===== config.mk =====
export PLATFORM = sky130hd
export DESIGN_NAME = ntfs_run_list_decoder
export DESIGN_NICKNAME = d
export VERILOG_FILES = /design/src/rtl/core/ntfsrl_pkg.sv /design/src/rtl/core/ntfs_run_list_decoder.sv
export SDC_FILE = /design/constraint.sdc
export NUM_CORES = 2
export LEC_CHECK = 0
export BUFFER_PORTS_ARGS = -buffer_cell sky130_fd_sc_hd__clkbuf_2
export CORE_MARGIN = 2
export CORE_UTILIZATION = 45
export CTS_BUF_LIST = sky130_fd_sc_hd__clkbuf_8
export CTS_CLUSTER_DIAMETER = 200
export DETAILED_ROUTE_END_ITERATION = 10
export PLACE_DENSITY = 0.68
export RECOVER_POWER = 25
export SYNTH_ARGS = -nofsm -noshare
export SYNTH_HDL_FRONTEND = slang
export SYNTH_SLANG_ARGS = --single-unit

===== constraint.sdc =====
create_clock -name clk_i -period 34.9 [get_ports clk_i]
set_clock_uncertainty 0.2 [all_clocks]
set_input_delay 1.745 -clock clk_i [delete_from_list [all_inputs] [get_ports clk_i]]
set_output_delay 1.745 -clock clk_i [all_outputs]
set_load 0.1 [all_outputs]

===== src/rtl/core/ntfsrl_pkg.sv =====
// Package for the NTFS run list decoder: word widths, phase codes and size limits.
// Used by the decoder top level and by its checker. No dependencies.
package ntfsrl_pkg;

  localparam int unsigned ByteW  = 8;
  localparam int unsigned WordW  = 64;
  localparam int unsigned PhaseW = 2;
  localparam int unsigned CountW = 4;
  localparam int unsigned PosW   = 3;
  localparam int unsigned Lanes  = WordW / ByteW;

  // Largest legal value of either size nibble in a header byte.
  localparam logic [CountW-1:0] SizeMax = 4'd8;

  // Decoder phase codes.
  localparam logic [PhaseW-1:0] PH_HEADER = 2'd0;
  localparam logic [PhaseW-1:0] PH_LENGTH = 2'd1;
  localparam logic [PhaseW-1:0] PH_OFFSET = 2'd2;
  localparam logic [PhaseW-1:0] PH_HALTED = 2'd3;

endpackage


===== src/rtl/core/ntfs_run_list_decoder.sv =====
// NTFS mapping-pairs run list decoder, one stream byte per word.
// Depends on ntfsrl_pkg.
//
// Usage:
//   The input channel (in_valid_i / in_stall_o) carries one byte of the
//   mapping-pairs stream per word, with list_start_i marking the first
//   header of a new run list. The output channel (out_valid_o /
//   out_stall_i) carries one word per decoded run, plus one word for the
//   terminating zero header (list_end_o) or for a header whose size nibble
//   exceeds eight (format_error_o). After either of those the decoder
//   ignores bytes until the next list_start_i.
//   Throughput is one byte per clock cycle while the input is not stalled.
//   The result appears in the cycle after its last byte is accepted; the work
//   for that byte is a single pass of lane shift, sign extension and a
//   64-bit add between the run state registers and the output register.
//   When the receiver stalls, the output register holds its word, and the
//   input is stalled only while that register is full and stalled, so any
//   byte, even one that produces no result, waits behind a stalled result.
//   Reset (rst_ni low, asynchronous) clears all run state, the running LCN
//   and VCN, and empties the output register; the decoder then waits for
//   a header byte.
module ntfs_run_list_decoder
  import ntfsrl_pkg::*;
(
  input  logic                    clk_i,
  input  logic                    rst_ni,
  input  logic                    in_valid_i,
  output logic                    in_stall_o,
  input  logic [ByteW-1:0]        run_byte_i,
  input  logic                    list_start_i,
  output logic                    out_valid_o,
  input  logic                    out_stall_i,
  output logic [WordW-1:0]        run_length_o,
  output logic signed [WordW-1:0] lcn_delta_o,
  output logic signed [WordW-1:0] start_lcn_o,
  output logic                    is_sparse_o,
  output logic [WordW-1:0]        run_vcn_o,
  output logic                    list_end_o,
  output logic                    format_error_o
);

  // Run state.
  logic [PhaseW-1:0] phase_q, phase_d;
  logic [CountW-1:0] len_left_q, len_left_d;
  logic [CountW-1:0] off_left_q, off_left_d;
  logic [PosW-1:0]   pos_q, pos_d;
  logic [WordW-1:0]  len_acc_q, len_acc_d;
  logic [WordW-1:0]  dlt_acc_q, dlt_acc_d;
  logic [WordW-1:0]  prev_lcn_q, prev_lcn_d;
  logic [WordW-1:0]  next_vcn_q, next_vcn_d;

  // Output register.
  logic              out_valid_q, out_valid_d;
  logic [WordW-1:0]  run_length_q, run_length_d;
  logic [WordW-1:0]  lcn_delta_q, lcn_delta_d;
  logic [WordW-1:0]  start_lcn_q, start_lcn_d;
  logic              is_sparse_q, is_sparse_d;
  logic [WordW-1:0]  run_vcn_q, run_vcn_d;
  logic              list_end_q, list_end_d;
  logic              format_error_q, format_error_d;

  logic              in_acc;
  logic              res_valid;
  logic [PhaseW-1:0] cur_phase;
  logic [CountW-1:0] lsz, osz;
  logic [WordW-1:0]  byte_sh;
  logic [WordW-1:0]  len_new, dlt_new, dlt_ext, ext_mask, lcn_sum;
  logic [PosW-1:0]   pos_inc;
  logic [CountW-1:0] len_dec, off_dec;

  // The input stalls only while a finished word is waiting and stalled.
  assign in_stall_o = out_valid_q & out_stall_i;
  assign in_acc     = in_valid_i & ~in_stall_o;

  assign cur_phase = list_start_i ? PH_HEADER : phase_q;
  assign lsz       = run_byte_i[CountW-1:0];
  assign osz       = run_byte_i[ByteW-1:CountW];

  // Place the byte in its lane of the little-endian accumulators.
  assign byte_sh = {{(WordW-ByteW){1'b0}}, run_byte_i} << {pos_q, 3'b000};
  assign len_new = len_acc_q | byte_sh;
  assign dlt_new = dlt_acc_q | byte_sh;
  assign pos_inc = pos_q + 1'b1;
  assign len_dec = len_left_q - 1'b1;
  assign off_dec = off_left_q - 1'b1;

  // Sign extension of the delta: the byte just placed is the top byte, so
  // every lane above it takes its sign bit. A full eight-byte delta needs none.
  always_comb begin
    ext_mask = '0;
    for (int k = 0; k < Lanes; k++) begin
      if (PosW'(k) > pos_q) begin
        ext_mask[k*ByteW +: ByteW] = {ByteW{run_byte_i[ByteW-1]}};
      end
    end
  end
  assign dlt_ext = dlt_new | ext_mask;
  assign lcn_sum = prev_lcn_q + dlt_ext;

  always_comb begin
    phase_d        = phase_q;
    len_left_d     = len_left_q;
    off_left_d     = off_left_q;
    pos_d          = pos_q;
    len_acc_d      = len_acc_q;
    dlt_acc_d      = dlt_acc_q;
    prev_lcn_d     = list_start_i ? '0 : prev_lcn_q;
    next_vcn_d     = list_start_i ? '0 : next_vcn_q;
    res_valid      = 1'b0;
    run_length_d   = '0;
    lcn_delta_d    = '0;
    start_lcn_d    = '0;
    is_sparse_d    = 1'b0;
    run_vcn_d      = '0;
    list_end_d     = 1'b0;
    format_error_d = 1'b0;

    unique case (cur_phase)
      PH_HEADER: begin
        if (run_byte_i == '0) begin
          res_valid  = 1'b1;
          list_end_d = 1'b1;
          phase_d    = PH_HALTED;
        end else if (lsz > SizeMax || osz > SizeMax) begin
          res_valid      = 1'b1;
          format_error_d = 1'b1;
          phase_d        = PH_HALTED;
        end else begin
          len_left_d = lsz;
          off_left_d = osz;
          pos_d      = '0;
          len_acc_d  = '0;
          dlt_acc_d  = '0;
          phase_d    = (lsz != '0) ? PH_LENGTH : PH_OFFSET;
        end
      end
      PH_LENGTH: begin
        len_acc_d  = len_new;
        pos_d      = pos_inc;
        len_left_d = len_dec;
        if (len_dec == '0) begin
          if (off_left_q == '0) begin
            // Sparse run: no delta bytes, LCN chain unchanged.
            res_valid    = 1'b1;
            run_length_d = len_new;
            is_sparse_d  = 1'b1;
            run_vcn_d    = next_vcn_q;
            next_vcn_d   = next_vcn_q + len_new;
            phase_d      = PH_HEADER;
          end else begin
            pos_d   = '0;
            phase_d = PH_OFFSET;
          end
        end
      end
      PH_OFFSET: begin
        dlt_acc_d  = dlt_new;
        pos_d      = pos_inc;
        off_left_d = off_dec;
        if (off_dec == '0) begin
          res_valid    = 1'b1;
          dlt_acc_d    = dlt_ext;
          run_length_d = len_acc_q;
          lcn_delta_d  = dlt_ext;
          start_lcn_d  = lcn_sum;
          prev_lcn_d   = lcn_sum;
          run_vcn_d    = next_vcn_q;
          next_vcn_d   = next_vcn_q + len_acc_q;
          phase_d      = PH_HEADER;
        end
      end
      PH_HALTED: begin
        phase_d = PH_HALTED;
      end
      default: begin
        phase_d = PH_HEADER;
      end
    endcase
  end

  always_comb begin
    out_valid_d = out_valid_q;
    if (in_acc) begin
      out_valid_d = res_valid;
    end else if (!out_stall_i) begin
      out_valid_d = 1'b0;
    end
  end

  always_ff @(posedge clk_i or negedge rst_ni) begin
    if (!rst_ni) begin
      phase_q     <= PH_HEADER;
      len_left_q  <= '0;
      off_left_q  <= '0;
      pos_q       <= '0;
      len_acc_q   <= '0;
      dlt_acc_q   <= '0;
      prev_lcn_q  <= '0;
      next_vcn_q  <= '0;
      out_valid_q <= 1'b0;
    end else begin
      out_valid_q <= out_valid_d;
      if (in_acc) begin
        phase_q    <= phase_d;
        len_left_q <= len_left_d;
        off_left_q <= off_left_d;
        pos_q      <= pos_d;
        len_acc_q  <= len_acc_d;
        dlt_acc_q  <= dlt_acc_d;
        prev_lcn_q <= prev_lcn_d;
        next_vcn_q <= next_vcn_d;
      end
    end
  end

  // Result payload: loaded only with a new word, held while stalled.
  always_ff @(posedge clk_i) begin
    if (in_acc && res_valid) begin
      run_length_q   <= run_length_d;
      lcn_delta_q    <= lcn_delta_d;
      start_lcn_q    <= start_lcn_d;
      is_sparse_q    <= is_sparse_d;
      run_vcn_q      <= run_vcn_d;
      list_end_q     <= list_end_d;
      format_error_q <= format_error_d;
    end
  end

  assign out_valid_o    = out_valid_q;
  assign run_length_o   = run_length_q;
  assign lcn_delta_o    = lcn_delta_q;
  assign start_lcn_o    = start_lcn_q;
  assign is_sparse_o    = is_sparse_q;
  assign run_vcn_o      = run_vcn_q;
  assign list_end_o     = list_end_q;
  assign format_error_o = format_error_q;

endmodule


### Word-level counts from Yosys, hierarchy flattened

Index checks and enable logic that the tools add are counted.

| storage, ports and cells | value |
|---|---|
| logic and storage cells | 122 |
| output and inout bits | 261 |
| flip-flop bits (word level) | 529 |
| input bits | 13 |

| cells by class | value |
|---|---|
| shift operators | 1 |
| equal/unequal tests | 8 |
| muxes and demuxes | 57 |
| reductions and logical operators | 17 |
| $add $sub $neg | 6 |
| magnitude comparators | 10 |
| bitwise gates (word level) | 7 |

Operator list:

| cell | count |
|---|---|
| 64-bit two-way mux | 16 |
| 64-bit case mux with 2 select lines | 5 |
| 64-bit adder | 3 |
| 64-bit OR | 3 |
| 8-bit two-way mux | 8 |
| 8-bit by 6-bit left shift with 64-bit output | 1 |
| 4-bit two-way mux | 4 |
| 4-bit case mux with 2 select lines | 2 |
| 2-bit two-way mux | 7 |
| 3-bit > comparator (first input constant) | 4 |
| 4-bit logical NOT | 3 |
| 3-bit two-way mux | 4 |
| 4-bit AND reduction | 3 |
| 3-bit case mux with 3 select lines | 1 |
| 4-bit > comparator (second input constant) | 2 |
| 8-bit logical NOT | 1 |
| 1-bit two-way mux | 8 |
| 2-bit != test (second input constant) | 4 |
| 2-bit case mux with 4 select lines | 1 |
| 4-bit by 1-bit subtractor with 4-bit output (second input constant) | 2 |
| 1-bit by 3-bit > comparator with 1-bit output (first input constant) | 2 |
| 2-bit by 3-bit > comparator with 1-bit output (first input constant) | 2 |
| 2-bit == test (second input constant) | 2 |
| 2-bit nonzero test | 2 |
| 14 further kinds | 16 |

### Longest topological paths before layout

| logic depth | value |
|---|---|
| word-level depth | 6 |
| gate-level depth with buffers | 20 |
| depth with buffers taken out | 18 |

### Worst setup path after synthesis

Ideal clock, no wire load.

| timing path | value |
|---|---|
| path type | input -> register |
| from | input list_start_i |
| to | register out_valid_q (netlist: out_valid_o) |
| setup slack | 9.537 ns |
| cell stages on the path | 8 |
| library setup time | 0.181 ns |
| arrival time | 24.982 ns |
| required time | 34.519 ns |
| path buffers | 2 |
| path through | clkbuf_1 -> nand2b_1 -> inv_1 -> ha_1 -> nand2_1 -> clkbuf_1 -> a311oi_1 -> or2_2 |

| on the way | value |
|---|---|
| word-level cells in the longest chain between the ends | 4 |
| elaborated cells between the ends (all ways) | 6 |
| those cells by class | eq/ne: 2; mux: 3; reduce/logical: 1 |

RTL lines:

| element | RTL line | source |
|---|---|---|
| from (decl) | ntfs_run_list_decoder.sv:30 | `input logic list_start_i,` |
| 2-bit two-way mux (*) | ntfs_run_list_decoder.sv:75 | `assign cur_phase = list_start_i ? PH_HEADER : phase_q;` |
| 2-bit == test, or another cell as far along | ntfs_run_list_decoder.sv:118 | `unique case (cur_phase)` |
| 1-bit case mux with 3 select lines (*) | ntfs_run_list_decoder.sv:118 |  |
| 1-bit two-way mux (*) | ntfs_run_list_decoder.sv:183 | `if (in_acc) begin` |
| net out_valid_d | ntfs_run_list_decoder.sv:53 | `logic out_valid_q, out_valid_d;` |
| to (signal assigned) | ntfs_run_list_decoder.sv:202 | `out_valid_q <= out_valid_d;` |
| to (decl) | ntfs_run_list_decoder.sv:53 |  |

Mark *: on every way through the listed nets, which the timed path passes. The rest lies on a longest branch.
A chain may end at the register's enable or synchronous reset.

==> run metrics <==
status finished with violations; violated checks capacitance limit, slew limit; crit-path cells clkbuf_1, clkbuf_1, buf_4; setup_tns 0 ns; die height between 200 and 300 um; multi-input combinational cell area ~0.017 mm2; Req. time, crit path 35.40 ns; Ports 274; antenna viol nets, final 0; final count of pins violating max slew about 210; Worst-path clk slew ~0.06 ns; Iteration-0 DRC Markers between 2000 and 3000; sequential cell area roughly 0.015 mm2; total global-route track usage 27.86%; mapped cell area 0.03278 mm2; vias post-DR about 28000; H-tree lvl count 3; final net count 3977; setup violators final 0; Synth top area share a little under a quarter; most common cell after layout, fill and taps aside nand2_1; Leakage Power 16.31 nW; antenna violations before repair 3; slowest cell delay on critical path roughly 4.1 ns; average cell area after synthesis about 9.2 um2; Arr. time, crit path ~9.4 ns; CTS Buf Count about 90; DR DRC count 0; Clock Latency Late Sink around 0.75 ns; Fin. Hold Viols 0; Yosys reg bits around 530; Setup Fix Bufs, Post-CTS 0; first-pass GRT wire length between 150000 and 200000 um; hpwl dp ~77000 um; largest net degree at the start of global routing 97; most used cell, CP clkbuf_1; PostCTS Resize Cnt 0; endpoint kind of the worst setup timing path async pin; Longest Clk Path Bufs 3; Post-synth EDFFs around 260; area leader, netlist edfxtp_1; Post-Syn Nets between 3000 and 4000; Unique masters post-synth roughly 90; Critical path buffers and inverters 3; gpl congestion slightly below 1; Final Cycle Share between 20% and 30%; Post-CTS Hold Fix Bufs 0; CTS tree yes; fillcell total 6874; Max-slew headroom -302.3%; post-synthesis cell count between 3000 and 4000; Fin Hold WS between 0.2 and 0.3 ns; Max-Cap Viols 3; unrepaired setup endpoints after global routing no; Clk Tree Root Cell clkbuf_8; CP top delay family buffers and inverters; hold crit path type reg -> reg; WL final about 110000 um; share of cells above drive strength 1 about 10%; WS Path Type in -> async; grt total ovfl 0; clock sink count approximately 530; area delta synth->final 11.84%; Core Box Area 0.07185 mm2; Post-synth ARST share around half; most frequent cells in the layout nand2_1, a21oi_1, nor2_1; Crit-path slowest cell clkbuf_1; synth top area cells edfxtp_1, dfrtp_1, ha_1; vias per inst a little under 6; Min Clock Period, post-route 8.861 ns; Initial Utilization a little under half; vias in the first global route 26990; Synthesis Warnings 0; Die W ~270 um; Max rail drop VDD a little under 0.04 mV; IO Port Bufs 273; Worst Max-Slew Pin Slew about 6.0 ns; Pwr Total 2.070 mW; Power Density roughly 56 mW/mm2; ys flop type dfrtp_1; CP Max Fanout 96; startpoint types input pin; sequential fraction of the synthesis area approximately 44%; row count between 90 and 100; TritonRoute pass-1 iters 7; WL/cell between 20 and 25 um; die area between 0.07 and 0.08 mm2; maximum clock rate around 0.11 GHz
==> where the power goes <==
group	switching, mW	internal (mW)	total, mW
sequential	0.0391	0.735	0.774
combinational	0.565	0.134	0.699
clock	0.279	0.318	0.597
==> per-layer routing <==
| layer | vias to the layer above | track usage, % | routed length [um] |
|---|---|---|---|
| met5 | - | 0 | 40 |
| li1 | 13260 | - | - |
| met3 | 209 | 4.895 | 7398 |
| met2 | 1098 | 44.46 | 49440 |
| met4 | 2 | 12.03 | 4401 |
| met1 | 13770 | 37.26 | 45530 |
==> through the flow <==
stage / utilization (%) / std cells / area (um2) / setup WS [ns]
3_3_place_gp: 48.62 / 4606 / 34940 / 27.81
4_1_cts: 51.24 / 4773 / 36820 / 28.49
2_1_floorplan: - / 3546 / 32780 / 9.537
3_5_place_dp: 48.62 / 4606 / 34940 / 27.74
6_report: 51.02 / 4776 / 36660 / 26.04
5_1_grt: 51.02 / 4775 / 36660 / 24.67
==> cell type report <==
| cell class | instances | share of cell area (%) |
|---|---|---|
| multi-input combinational | 2723 | 46.93 |
| tap | 950 | 3.242 |
| clock buffer | 96 | 3.604 |
| clock inverter | 71 | 1.526 |
| timing repair buffer | 310 | 4.068 |
| inverter | 94 | 0.9625 |
| antenna | 3 | 0.02048 |
| sequential | 529 | 39.64 |
==> sequential cells by signal, indices dropped and copies added (netlist names) <==
name            cells
format_error_o      1
dlt_acc_q          64
out_valid_o         1
run_vcn_o          64
list_end_o          1
off_left_q          4
lcn_delta_o        64
next_vcn_q         64
len_acc_q          64
phase_q             2
run_length_o       64
is_sparse_o         1
prev_lcn_q         64
start_lcn_o        64
len_left_q          4
pos_q               3
==> path summary, 6_finish.rpt <==
| check | start | endpoint | slack (ns) | depth (start not counted) |
|---|---|---|---|---|
| setup / recovery | rst_ni | len_acc_q[56]$_DFFE_PN0P_ | 26.04 | 3 |
| hold / removal | dlt_acc_q[21]$_DFFE_PN0P_ | dlt_acc_q[21]$_DFFE_PN0P_ | 0.28 | 2 |
| setup reg to reg | pos_q[1]$_DFFE_PN0P_ | start_lcn_o[62]$_SDFFCE_PN0P_ | 28.95 | 18 |
| hold reg to reg | dlt_acc_q[21]$_DFFE_PN0P_ | dlt_acc_q[21]$_DFFE_PN0P_ | 0.28 | 2 |
| max in group clk_i | run_byte_i[7] | start_lcn_o[62]$_SDFFCE_PN0P_ | 28.34 | 18 |
| min in group asynchronous | rst_ni | prev_lcn_q[9]$_DFFE_PN0P_ | 3.05 | 1 |
==> worst reg2reg max path, cell delays in order (launching register included) <==
cell	delay, ns
dfrtp_1	0.68
inv_1	0.23
ha_1	0.32
nor4_1	0.80
or3b_2	0.27
ha_1	0.19
inv_1	0.07
fa_1	0.43
nor2b_1	0.16
o31a_1	0.19
o311ai_1	0.11
nand2_1	0.21
a21oi_1	0.20
o31ai_2	0.54
a41oi_1	0.34
o311ai_1	0.35
a21oi_1	0.13
xor2_1	0.17
nor2_1	0.06
==> cell usage after synthesis (all sizes together) (28+ instances only) <==
library cell  instances
a22o                 90
dfrtp               270
a31oi                28
nor2b                89
ha                  214
nor2                308
o21ai               295
edfxtp              259
o22ai                28
inv                  93
a21o                106
o21bai               34
nor3                 36
and2                 57
and3                 36
nand3                57
nand2b               47
nand2               435
clkbuf              187
a21oi               341
xor2                 72
xnor2               101
nand4                42
==> cells by family after synthesis <==
kind of cell | after synthesis | synth area share, %
adder cells (fa/ha/maj) | 217 | 8.352
flip-flops | 529 | 44.34
multiplexers | 3 | 0.09924
AO/OA/AOI/OAI | 1143 | 22.28
XOR/XNOR | 173 | 4.623
AND/OR/NAND/NOR | 1187 | 16.91
buffers and inverters | 294 | 3.401
Note: power is estimated with default switching activity, not from simulation.
